[src/sv/rgbe_pkg.sv]
// ----------------------------------------------------------------------------
// rgbe_pkg
// Shared types and constants of the RDS group biphase encoder.
// ----------------------------------------------------------------------------
package rgbe_pkg;

    localparam int WORD_W  = 26;
    localparam int DATA_W  = 16;
    localparam int CHECK_W = 10;

    typedef logic [WORD_W-1:0]  t_word;
    typedef logic [CHECK_W-1:0] t_check;

    // request codes
    localparam logic [1:0] REQ_ADD   = 2'd0;
    localparam logic [1:0] REQ_TICK  = 2'd1;
    localparam logic [1:0] REQ_CLEAR = 2'd2;

    // offset words
    localparam t_check OFS_A  = 10'h0FC;
    localparam t_check OFS_B  = 10'h198;
    localparam t_check OFS_C  = 10'h168;
    localparam t_check OFS_CP = 10'h350;
    localparam t_check OFS_D  = 10'h1B4;

    // x^(i+10) mod g(x), g = 0x5B9, for data bit i
    localparam t_check SYNDROME [DATA_W] = '{
        10'h1B9, 10'h372, 10'h35D, 10'h303, 10'h3BF, 10'h2C7, 10'h037, 10'h06E,
        10'h0DC, 10'h1B8, 10'h370, 10'h359, 10'h30B, 10'h3AF, 10'h2E7, 10'h077
    };

    localparam logic [4:0] LAST_BIT = 5'd25;

    typedef enum logic [1:0] {
        CMD_ADD   = 2'd0,
        CMD_TICK  = 2'd1,
        CMD_CLEAR = 2'd2
    } t_cmd_kind;

    typedef struct packed {
        t_cmd_kind   kind;
        logic        half;
        t_word [3:0] words;
    } t_cmd;

    function automatic t_word make_word(input logic [DATA_W-1:0] data, input t_check ofs);
        t_check chk;
        chk = ofs;
        for (int i = 0; i < DATA_W; i++) begin
            if (data[i]) begin
                chk = chk ^ SYNDROME[i];
            end
        end
        return {data, chk};
    endfunction

endpackage

[src/sv/rgbe_front.sv]
// ----------------------------------------------------------------------------
// rgbe_front
// Accepts request words, drops unused codes and builds the four coded
// block words of an add request.
// ----------------------------------------------------------------------------
module rgbe_front import rgbe_pkg::*; (
    input  logic        i_valid,
    output logic        o_stall,
    input  logic [1:0]  i_req_type,
    input  logic [15:0] i_block_a,
    input  logic [15:0] i_block_b,
    input  logic [15:0] i_block_c,
    input  logic [15:0] i_block_d,
    input  logic        i_use_c_prime,
    input  logic        i_half,
    input  logic        i_q_full,
    input  logic        i_init_busy,
    output logic        o_push,
    output t_cmd        o_cmd
);

    logic take;
    logic known;

    assign o_stall = i_q_full || i_init_busy;
    assign take    = i_valid && !o_stall;

    always_comb begin
        known      = 1'b1;
        o_cmd.kind = CMD_ADD;
        case (i_req_type)
            REQ_ADD: begin
                o_cmd.kind = CMD_ADD;
            end
            REQ_TICK: begin
                o_cmd.kind = CMD_TICK;
            end
            REQ_CLEAR: begin
                o_cmd.kind = CMD_CLEAR;
            end
            default: begin
                known = 1'b0;
            end
        endcase
        o_cmd.half     = i_half;
        o_cmd.words[0] = make_word(i_block_a, OFS_A);
        o_cmd.words[1] = make_word(i_block_b, OFS_B);
        o_cmd.words[2] = make_word(i_block_c, i_use_c_prime ? OFS_CP : OFS_C);
        o_cmd.words[3] = make_word(i_block_d, OFS_D);
    end

    assign o_push = take && known;

endmodule

[src/sv/rgbe_queue.sv]
// ----------------------------------------------------------------------------
// rgbe_queue
// Two-entry command queue between front and back.
// ----------------------------------------------------------------------------
module rgbe_queue import rgbe_pkg::*; (
    input  logic i_clk,
    input  logic i_rst_n,
    input  logic i_push,
    input  t_cmd i_cmd,
    output logic o_full,
    input  logic i_pop,
    output logic o_head_valid,
    output t_cmd o_head
);

    localparam logic [1:0] QDEPTH = 2'd2;

    t_cmd       r_mem [2];
    logic [0:0] r_wptr;
    logic [0:0] r_rptr;
    logic [1:0] r_count;
    logic [1:0] n_count;

    assign o_full       = (r_count == QDEPTH);
    assign o_head_valid = (r_count != 2'd0);
    assign o_head       = r_mem[r_rptr];

    always_comb begin
        n_count = r_count;
        if (i_push && !i_pop) begin
            n_count = r_count + 2'd1;
        end else if (!i_push && i_pop) begin
            n_count = r_count - 2'd1;
        end
    end

    always_ff @(posedge i_clk) begin
        if (!i_rst_n) begin
            r_wptr  <= '0;
            r_rptr  <= '0;
            r_count <= '0;
        end else begin
            if (i_push) begin
                r_wptr <= r_wptr + 1'b1;
            end
            if (i_pop) begin
                r_rptr <= r_rptr + 1'b1;
            end
            r_count <= n_count;
        end
    end

    always_ff @(posedge i_clk) begin
        if (i_push) begin
            r_mem[r_wptr] <= i_cmd;
        end
    end

endmodule

[src/sv/rgbe_back.sv]
// ----------------------------------------------------------------------------
// rgbe_back
// Executes queued commands: ring writes, ring clearing sweep and half-bit
// ticks with differential biphase coding; holds the output register.
// ----------------------------------------------------------------------------
module rgbe_back import rgbe_pkg::*; #(
    parameter int RING_DEPTH = 64
) (
    input  logic i_clk,
    input  logic i_rst_n,
    input  logic i_head_valid,
    input  t_cmd i_head,
    output logic o_pop,
    output logic o_init_busy,
    output logic o_valid,
    input  logic i_stall,
    output logic o_waveform_select,
    output logic o_polarity,
    output logic o_half_out
);

    localparam int AW = (RING_DEPTH > 1) ? $clog2(RING_DEPTH) : 1;
    localparam logic [AW-1:0] LAST_IDX = AW'(RING_DEPTH - 1);

    typedef enum logic [2:0] {
        ST_RUN   = 3'b001,
        ST_LOAD  = 3'b010,
        ST_CLEAR = 3'b100
    } t_bstate;

    t_bstate       r_state, n_state;
    logic          r_init, n_init;
    logic [AW-1:0] r_sweep, n_sweep;
    logic [1:0]    r_sub, n_sub;
    logic [AW-1:0] r_wr_idx, n_wr_idx;
    logic [AW-1:0] r_rd_idx, n_rd_idx;
    logic [4:0]    r_bit_cnt, n_bit_cnt;
    t_word         r_bit_shift, n_bit_shift;
    logic          r_last, n_last;
    logic [31:0]   r_coded, n_coded;
    logic          r_o_valid;
    logic          r_wsel;
    logic          r_pol;
    logic          r_hout;

    t_word         r_ring [RING_DEPTH];
    t_word         r_rdata;

    logic          wr_en;
    logic [AW-1:0] wr_addr;
    t_word         wr_data;
    logic          out_free;
    logic          tick_go;
    logic          lvl;

    function automatic logic [AW-1:0] ring_inc(input logic [AW-1:0] idx);
        return (idx == LAST_IDX) ? '0 : idx + 1'b1;
    endfunction

    assign out_free = !r_o_valid || !i_stall;
    assign tick_go  = (r_state == ST_RUN) && i_head_valid &&
                      (i_head.kind == CMD_TICK) && out_free;

    always_comb begin
        n_state     = r_state;
        n_init      = r_init;
        n_sweep     = r_sweep;
        n_sub       = r_sub;
        n_wr_idx    = r_wr_idx;
        n_rd_idx    = r_rd_idx;
        n_bit_cnt   = r_bit_cnt;
        n_bit_shift = r_bit_shift;
        n_last      = r_last;
        n_coded     = r_coded;
        o_pop       = 1'b0;
        wr_en       = 1'b0;
        wr_addr     = r_wr_idx;
        wr_data     = '0;
        lvl         = r_last ^ r_bit_shift[WORD_W-1];
        case (r_state)
            ST_CLEAR: begin
                wr_en   = 1'b1;
                wr_addr = r_sweep;
                if (r_sweep == LAST_IDX) begin
                    n_state = ST_RUN;
                    n_init  = 1'b0;
                    n_sweep = '0;
                end else begin
                    n_sweep = r_sweep + 1'b1;
                end
            end
            ST_LOAD: begin
                n_bit_shift = r_rdata;
                n_state     = ST_RUN;
            end
            ST_RUN: begin
                if (i_head_valid) begin
                    case (i_head.kind)
                        CMD_ADD: begin
                            wr_en    = 1'b1;
                            wr_data  = i_head.words[r_sub];
                            n_wr_idx = ring_inc(r_wr_idx);
                            n_sub    = r_sub + 2'd1;
                            o_pop    = (r_sub == 2'd3);
                        end
                        CMD_CLEAR: begin
                            o_pop   = 1'b1;
                            n_state = ST_CLEAR;
                            n_sweep = '0;
                        end
                        CMD_TICK: begin
                            if (out_free) begin
                                o_pop   = 1'b1;
                                n_coded = {r_coded[30:0], 1'b0};
                                if (i_head.half) begin
                                    n_last        = lvl;
                                    n_coded[1:0]  = n_coded[1:0] | (lvl ? 2'b10 : 2'b01);
                                    n_bit_shift   = {r_bit_shift[WORD_W-2:0], 1'b0};
                                    if (r_bit_cnt == LAST_BIT) begin
                                        n_bit_cnt = '0;
                                        n_rd_idx  = ring_inc(r_rd_idx);
                                        n_state   = ST_LOAD;
                                    end else begin
                                        n_bit_cnt = r_bit_cnt + 5'd1;
                                    end
                                end
                            end
                        end
                        default: begin
                            o_pop = 1'b1;
                        end
                    endcase
                end
            end
            default: begin
                n_state = ST_RUN;
            end
        endcase
    end

    always_ff @(posedge i_clk) begin
        if (!i_rst_n) begin
            r_state     <= ST_CLEAR;
            r_init      <= 1'b1;
            r_sweep     <= '0;
            r_sub       <= '0;
            r_wr_idx    <= '0;
            r_rd_idx    <= '0;
            r_bit_cnt   <= '0;
            r_bit_shift <= '0;
            r_last      <= 1'b0;
            r_coded     <= '0;
            r_o_valid   <= 1'b0;
        end else begin
            r_state     <= n_state;
            r_init      <= n_init;
            r_sweep     <= n_sweep;
            r_sub       <= n_sub;
            r_wr_idx    <= n_wr_idx;
            r_rd_idx    <= n_rd_idx;
            r_bit_cnt   <= n_bit_cnt;
            r_bit_shift <= n_bit_shift;
            r_last      <= n_last;
            r_coded     <= n_coded;
            if (tick_go) begin
                r_o_valid <= 1'b1;
            end else if (!i_stall) begin
                r_o_valid <= 1'b0;
            end
        end
    end

    always_ff @(posedge i_clk) begin
        if (tick_go) begin
            r_wsel <= r_coded[31] ^ r_coded[30];
            r_pol  <= r_coded[30];
            r_hout <= i_head.half;
        end
    end

    // ring: one write port, one registered read port
    always_ff @(posedge i_clk) begin
        if (wr_en) begin
            r_ring[wr_addr] <= wr_data;
        end
        r_rdata <= r_ring[r_rd_idx];
    end

    assign o_init_busy       = r_init;
    assign o_valid           = r_o_valid;
    assign o_waveform_select = r_wsel;
    assign o_polarity        = r_pol;
    assign o_half_out        = r_hout;

`ifndef NO_ASSERTIONS
    a_load_one_cycle: assert property (@(posedge i_clk) disable iff (!i_rst_n)
        r_state == ST_LOAD |=> r_state == ST_RUN)
        else $error("ring load stage held longer than one cycle");

    a_no_write_in_load: assert property (@(posedge i_clk) disable iff (!i_rst_n)
        r_state == ST_LOAD |-> !wr_en)
        else $error("ring written while a reload is pending");

    a_sweep_ends: assert property (@(posedge i_clk) disable iff (!i_rst_n)
        (r_state == ST_CLEAR && r_sweep == LAST_IDX) |=> r_state == ST_RUN && !r_init)
        else $error("clearing sweep did not finish");

    a_out_from_tick: assert property (@(posedge i_clk) disable iff (!i_rst_n)
        $rose(r_o_valid) |-> $past(tick_go))
        else $error("output word without a tick");

    a_bit_cnt_range: assert property (@(posedge i_clk) disable iff (!i_rst_n)
        r_bit_cnt <= LAST_BIT)
        else $error("bit counter out of range");
`endif

endmodule

[src/sv/rds_group_biphase_encoder.sv]
// ----------------------------------------------------------------------------
// rds_group_biphase_encoder
// RDS group encoder with differential biphase output.
// ----------------------------------------------------------------------------
// A half-bit tick word gives one output word; the tick that finishes a 26-bit
// block also passes the back end through its load state, as the next ring word
// comes through the ring's registered read port. An add-group word makes four
// ring writes, one per coded block word. A clear word sweeps the ring at one
// entry per cycle; the same sweep runs after reset with o_stall held high. A
// two-entry queue lets input words be taken while the back end works or the
// output word waits.
// ----------------------------------------------------------------------------
module rds_group_biphase_encoder import rgbe_pkg::*; #(
    parameter int RING_DEPTH = 64
) (
    input  logic        i_clk,
    input  logic        i_rst_n,
    input  logic        i_valid,
    output logic        o_stall,
    input  logic [1:0]  i_req_type,
    input  logic [15:0] i_block_a,
    input  logic [15:0] i_block_b,
    input  logic [15:0] i_block_c,
    input  logic [15:0] i_block_d,
    input  logic        i_use_c_prime,
    input  logic        i_half,
    output logic        o_valid,
    input  logic        i_stall,
    output logic        o_waveform_select,
    output logic        o_polarity,
    output logic        o_half_out
);

    logic push;
    t_cmd cmd;
    logic q_full;
    logic pop;
    logic head_valid;
    t_cmd head;
    logic init_busy;

    rgbe_front u_front (
        .i_valid       (i_valid),
        .o_stall       (o_stall),
        .i_req_type    (i_req_type),
        .i_block_a     (i_block_a),
        .i_block_b     (i_block_b),
        .i_block_c     (i_block_c),
        .i_block_d     (i_block_d),
        .i_use_c_prime (i_use_c_prime),
        .i_half        (i_half),
        .i_q_full      (q_full),
        .i_init_busy   (init_busy),
        .o_push        (push),
        .o_cmd         (cmd)
    );

    rgbe_queue u_queue (
        .i_clk        (i_clk),
        .i_rst_n      (i_rst_n),
        .i_push       (push),
        .i_cmd        (cmd),
        .o_full       (q_full),
        .i_pop        (pop),
        .o_head_valid (head_valid),
        .o_head       (head)
    );

    rgbe_back #(
        .RING_DEPTH (RING_DEPTH)
    ) u_back (
        .i_clk             (i_clk),
        .i_rst_n           (i_rst_n),
        .i_head_valid      (head_valid),
        .i_head            (head),
        .o_pop             (pop),
        .o_init_busy       (init_busy),
        .o_valid           (o_valid),
        .i_stall           (i_stall),
        .o_waveform_select (o_waveform_select),
        .o_polarity        (o_polarity),
        .o_half_out        (o_half_out)
    );

endmodule

[config.mk]
export PLATFORM = sky130hd
export DESIGN_NAME = rds_group_biphase_encoder
export DESIGN_NICKNAME = d
export VERILOG_FILES = /design/src/sv/rgbe_pkg.sv /design/src/sv/rgbe_front.sv /design/src/sv/rgbe_queue.sv /design/src/sv/rgbe_back.sv /design/src/sv/rds_group_biphase_encoder.sv
export SDC_FILE = /design/constraint.sdc
export NUM_CORES = 2
export LEC_CHECK = 0
export BUFFER_PORTS_ARGS = -buffer_cell sky130_fd_sc_hd__buf_2
export CORE_ASPECT_RATIO = 0.75
export CORE_MARGIN = 4
export CORE_UTILIZATION = 35
export CTS_CLUSTER_DIAMETER = 30
export DETAILED_ROUTE_END_ITERATION = 10
export GPL_TIMING_DRIVEN = 0
export PLACE_DENSITY = 0.47
export SYNTH_ARGS = -nofsm -noshare
export SYNTH_HDL_FRONTEND = slang
export SYNTH_SLANG_ARGS = --single-unit
export TNS_END_PERCENT = 100
[constraint.sdc]
create_clock -name i_clk -period 9.9 [get_ports i_clk]
set_clock_uncertainty 0.1 [all_clocks]
set_input_delay 1.98 -clock i_clk [delete_from_list [all_inputs] [get_ports i_clk]]
set_output_delay 1.98 -clock i_clk [all_outputs]
set_load 0.01 [all_outputs]
==> impl_metrics.ini <==
[logic_synthesis]
yosysMostFrequentCell = edfxtp_1
async_reset_ff_share_pct = 0
ys.flop_type = edfxtp_1
avgSynthCellArea_um2 = 20.1
yosys.area.top_type = edfxtp_1
synth_edf_count = 1881
synth_nets = 3940
yosysSeqAreaShare_pct = 75.8
synth_warnings = 0
synthTopCellsByCount = 1881 x edfxtp_1, 403 x mux4_2, 210 x mux2i_1, 166 x nor2_1, 160 x nand2_1
yosysTopAreaCellShare_pct = 72.7
synth_cell_types = 64
synth_area_leaders = edfxtp_1 73%, mux4_2 12%, dfxtp_1 3.1%
syn_area_um2 = 77700
ys_ff_latch = 2001
synthCells = 3858

[critical_path]
required_ns = 10.57
worstReg2RegStart = u_back.r_rd_idx[3]$_SDFFE_PN0P_
startpoint = u_back.r_rd_idx[3]$_SDFFE_PN0P_
cp-start-kind = flip-flop
reg2reg_slack_ns = 4.21
path_class = flip-flop to flip-flop
critPathCaptureType = flip-flop
r2r-end = u_back.r_rdata[11]$_DFF_P_
reg2reg_depth = 7
crit_arrival_ns = 6.36
endpoint = u_back.r_rdata[11]$_DFF_P_
path_max_fanout = 10

[power]
sw_frac_of_total_pct = 21.0
power.leakage_uw = 0.0323
internal_power_uw = 17600
p_per_area_nw_per_um2 = 230
p_comb_share_pct = 2.0
power_uw = 22300
peakVddDrop_mv = 0.135
p_seq_share_pct = 41.5
p_switching_uw = 4690
power_frac_clock_pct = 56.4

[global_routing]
gr-total-overflow = 0
antenna_found_initial = 17
grt_max_degree = 58
grt_pass1_vias = 41400
grt_usage_pct = 21.7
grt_pass1_wl_um = 347000

[run_status]
violations = capacitance limit, slew limit
status = complete, but fails checks

[cts]
hold_buffers = 0
htreeDepth = 5
numClockSinks = 2001
cts.path.max_buffers = 4
post_cts_resized = 0
clk-insertion-delay-late_ns = 0.87
cts.clk_slew.worst_paths_ns = 0.05
cts_tree = built
post_cts_buffers = 0
clockRootBuffer = clkbuf_16
cts_buffers = 370

[place]
place.gp.congestion = 0.836
placed_area_um2 = 84600
hpwl_um = 172000
io_buffer_count = 76

[floorplan]
die_w_um = 552
pin_count = 77
rows = 149
chipHeight_um = 416
start_util_pct = 35.3
coreArea_um2 = 220000
dieArea_um2 = 230000

[timing]
setup_viol = 0
relSlewSlack_pct = -4.19
finalCritPeriodShare_pct = 57.5
rsz0062_at_grt = no
drv_slew = 3
tightest_slew_ns = 1.55
period_minus_slack_ns = 5.69
fmax_ghz = 0.176
finalHoldViolations = 0

[finish]
areaGrowthSynthToFinish_pct = 24.9
nets = 4492
fillers = 19000
fin_area_um2 = 97100
drive_gt1_share_pct = 29.4

[min_path]
hp-class = flip-flop to flip-flop

[routing]
wl_um = 253000
drc = 0
final_antenna_net_count = 0
drt_first_pass_iters = 5
vias = 42400
routed_via_density = 5.53
wl_per_cell_um = 33.1
drt_iter0_markers = 5493

[flow_run]
cap_violations = 1
[through the flow]
stage	cells	utilization (%)	worst slack, ns	TNS [ns]	hold WS, ns
finish	7664	44.1	4.21	0	0.353
global route	7660	44.1	4.31	0	0.369
CTS	7658	44.0	4.30	0	0.351
detailed placement	6980	38.4	4.29	0	0.344
global placement	6878	37.1	-1.43	-151.01	0.337
floorplan	3858	-	2.25	0	0.332
[worst min-delay path by stage]
| stage | from | end | slack (ns) | depth (start not counted) |
|---|---|---|---|---|
| 2_1_floorplan | u_back.r_coded[9]$_SDFFE_PN0P_ | u_back.r_coded[10]$_SDFFE_PN0P_ | 0.33 | 2 |
| 3_3_place_gp | u_back.r_coded[24]$_SDFFE_PN0P_ | u_back.r_coded[25]$_SDFFE_PN0P_ | 0.34 | 2 |
| 3_5_place_dp | u_back.r_coded[5]$_SDFFE_PN0P_ | u_back.r_coded[6]$_SDFFE_PN0P_ | 0.34 | 2 |
| 4_1_cts | u_back.r_coded[5]$_SDFFE_PN0P_ | u_back.r_coded[6]$_SDFFE_PN0P_ | 0.35 | 2 |
| 5_1_grt | u_back.r_coded[24]$_SDFFE_PN0P_ | u_back.r_coded[25]$_SDFFE_PN0P_ | 0.37 | 2 |
| 6_report | u_back.r_coded[5]$_SDFFE_PN0P_ | u_back.r_coded[6]$_SDFFE_PN0P_ | 0.35 | 2 |
[area by class of cell]
type                            instances  area (µm²)  share of cell area (%)
Antenna cell                            4        10.0                  0.0103
Buffer                                211        1140                    1.18
Clock buffer                          412        9540                    9.83
Clock inverter                        266        2940                    3.03
Inverter                               12        45.0                  0.0464
Multi-Input combinational cell       1634       18300                    18.9
Sequential cell                      2001       58900                    60.6
Tap cell                             2944        3680                    3.79
Timing Repair Buffer                  180        2500                    2.58
[critical path, stage by stage, from the launching register on]
cell	delay (ns)
dfxtp_1	0.47
buf_2	0.32
nor2_1	0.92
clkbuf_1	0.89
clkbuf_1	1.15
a22oi_1	0.47
a211oi_1	0.98
or3_1	0.31
[cell families after synthesis]
logic type	count (synthesis)	share of synthesized area, %
flip-flops	2001	75.8
multiplexers	624	14.6
AND/OR/NAND/NOR	446	2.53
AO/OA/AOI/OAI	372	3.41
buffers and inverters	223	1.53
XOR/XNOR	182	2.05
adder cells (fa/ha/maj)	10	0.161
[layer usage]
metal	wire length [µm]	share of wire, %	up-vias	global-route usage (%)
li1	-	-	17200	-
met1	118000	47	22800	34.1
met2	104000	41	2059	29.5
met3	26100	10	364	5.90
met4	5690	2.2	0	5.18
met5	0	0	-	0
[power by group through the flow]
stage / registers (µW) / clock network, µW / logic (µW)
global route: 9260 / 13200 / 477
floorplan: 9420 / 0 / 247
global placement: 9430 / 0 / 425
finish: 9270 / 12600 / 454
CTS: 9270 / 12800 / 453
detailed placement: 9430 / 0 / 451
[registers in the layout, indices dropped and copies added (netlist names), 2 cells and up, named ones only]
name / count
u_back.r_bit_shift: 26
u_back.r_sweep: 6
u_back.r_wr_idx: 6
u_back.r_ring: 1664
u_back.r_coded: 32
u_back.r_rdata: 26
u_back.r_bit_cnt: 5
u_queue.r_count: 2
u_back.r_rd_idx: 6
u_back.r_state: 3
u_back.r_sub: 2
u_queue.r_mem: 214
[layout by cell type, fill, tap and decap left out, types with 96 or more instances in the layout]
cell	instances
xnor2_1	133
edfxtp_1	1881
nand2_1	160
mux2i_1	210
clkbuf_16	375
mux4_2	403
dfxtp_1	120
buf_2	127
buf_12	96
clkbuf_1	121
(Power assumes the default switching activity.)
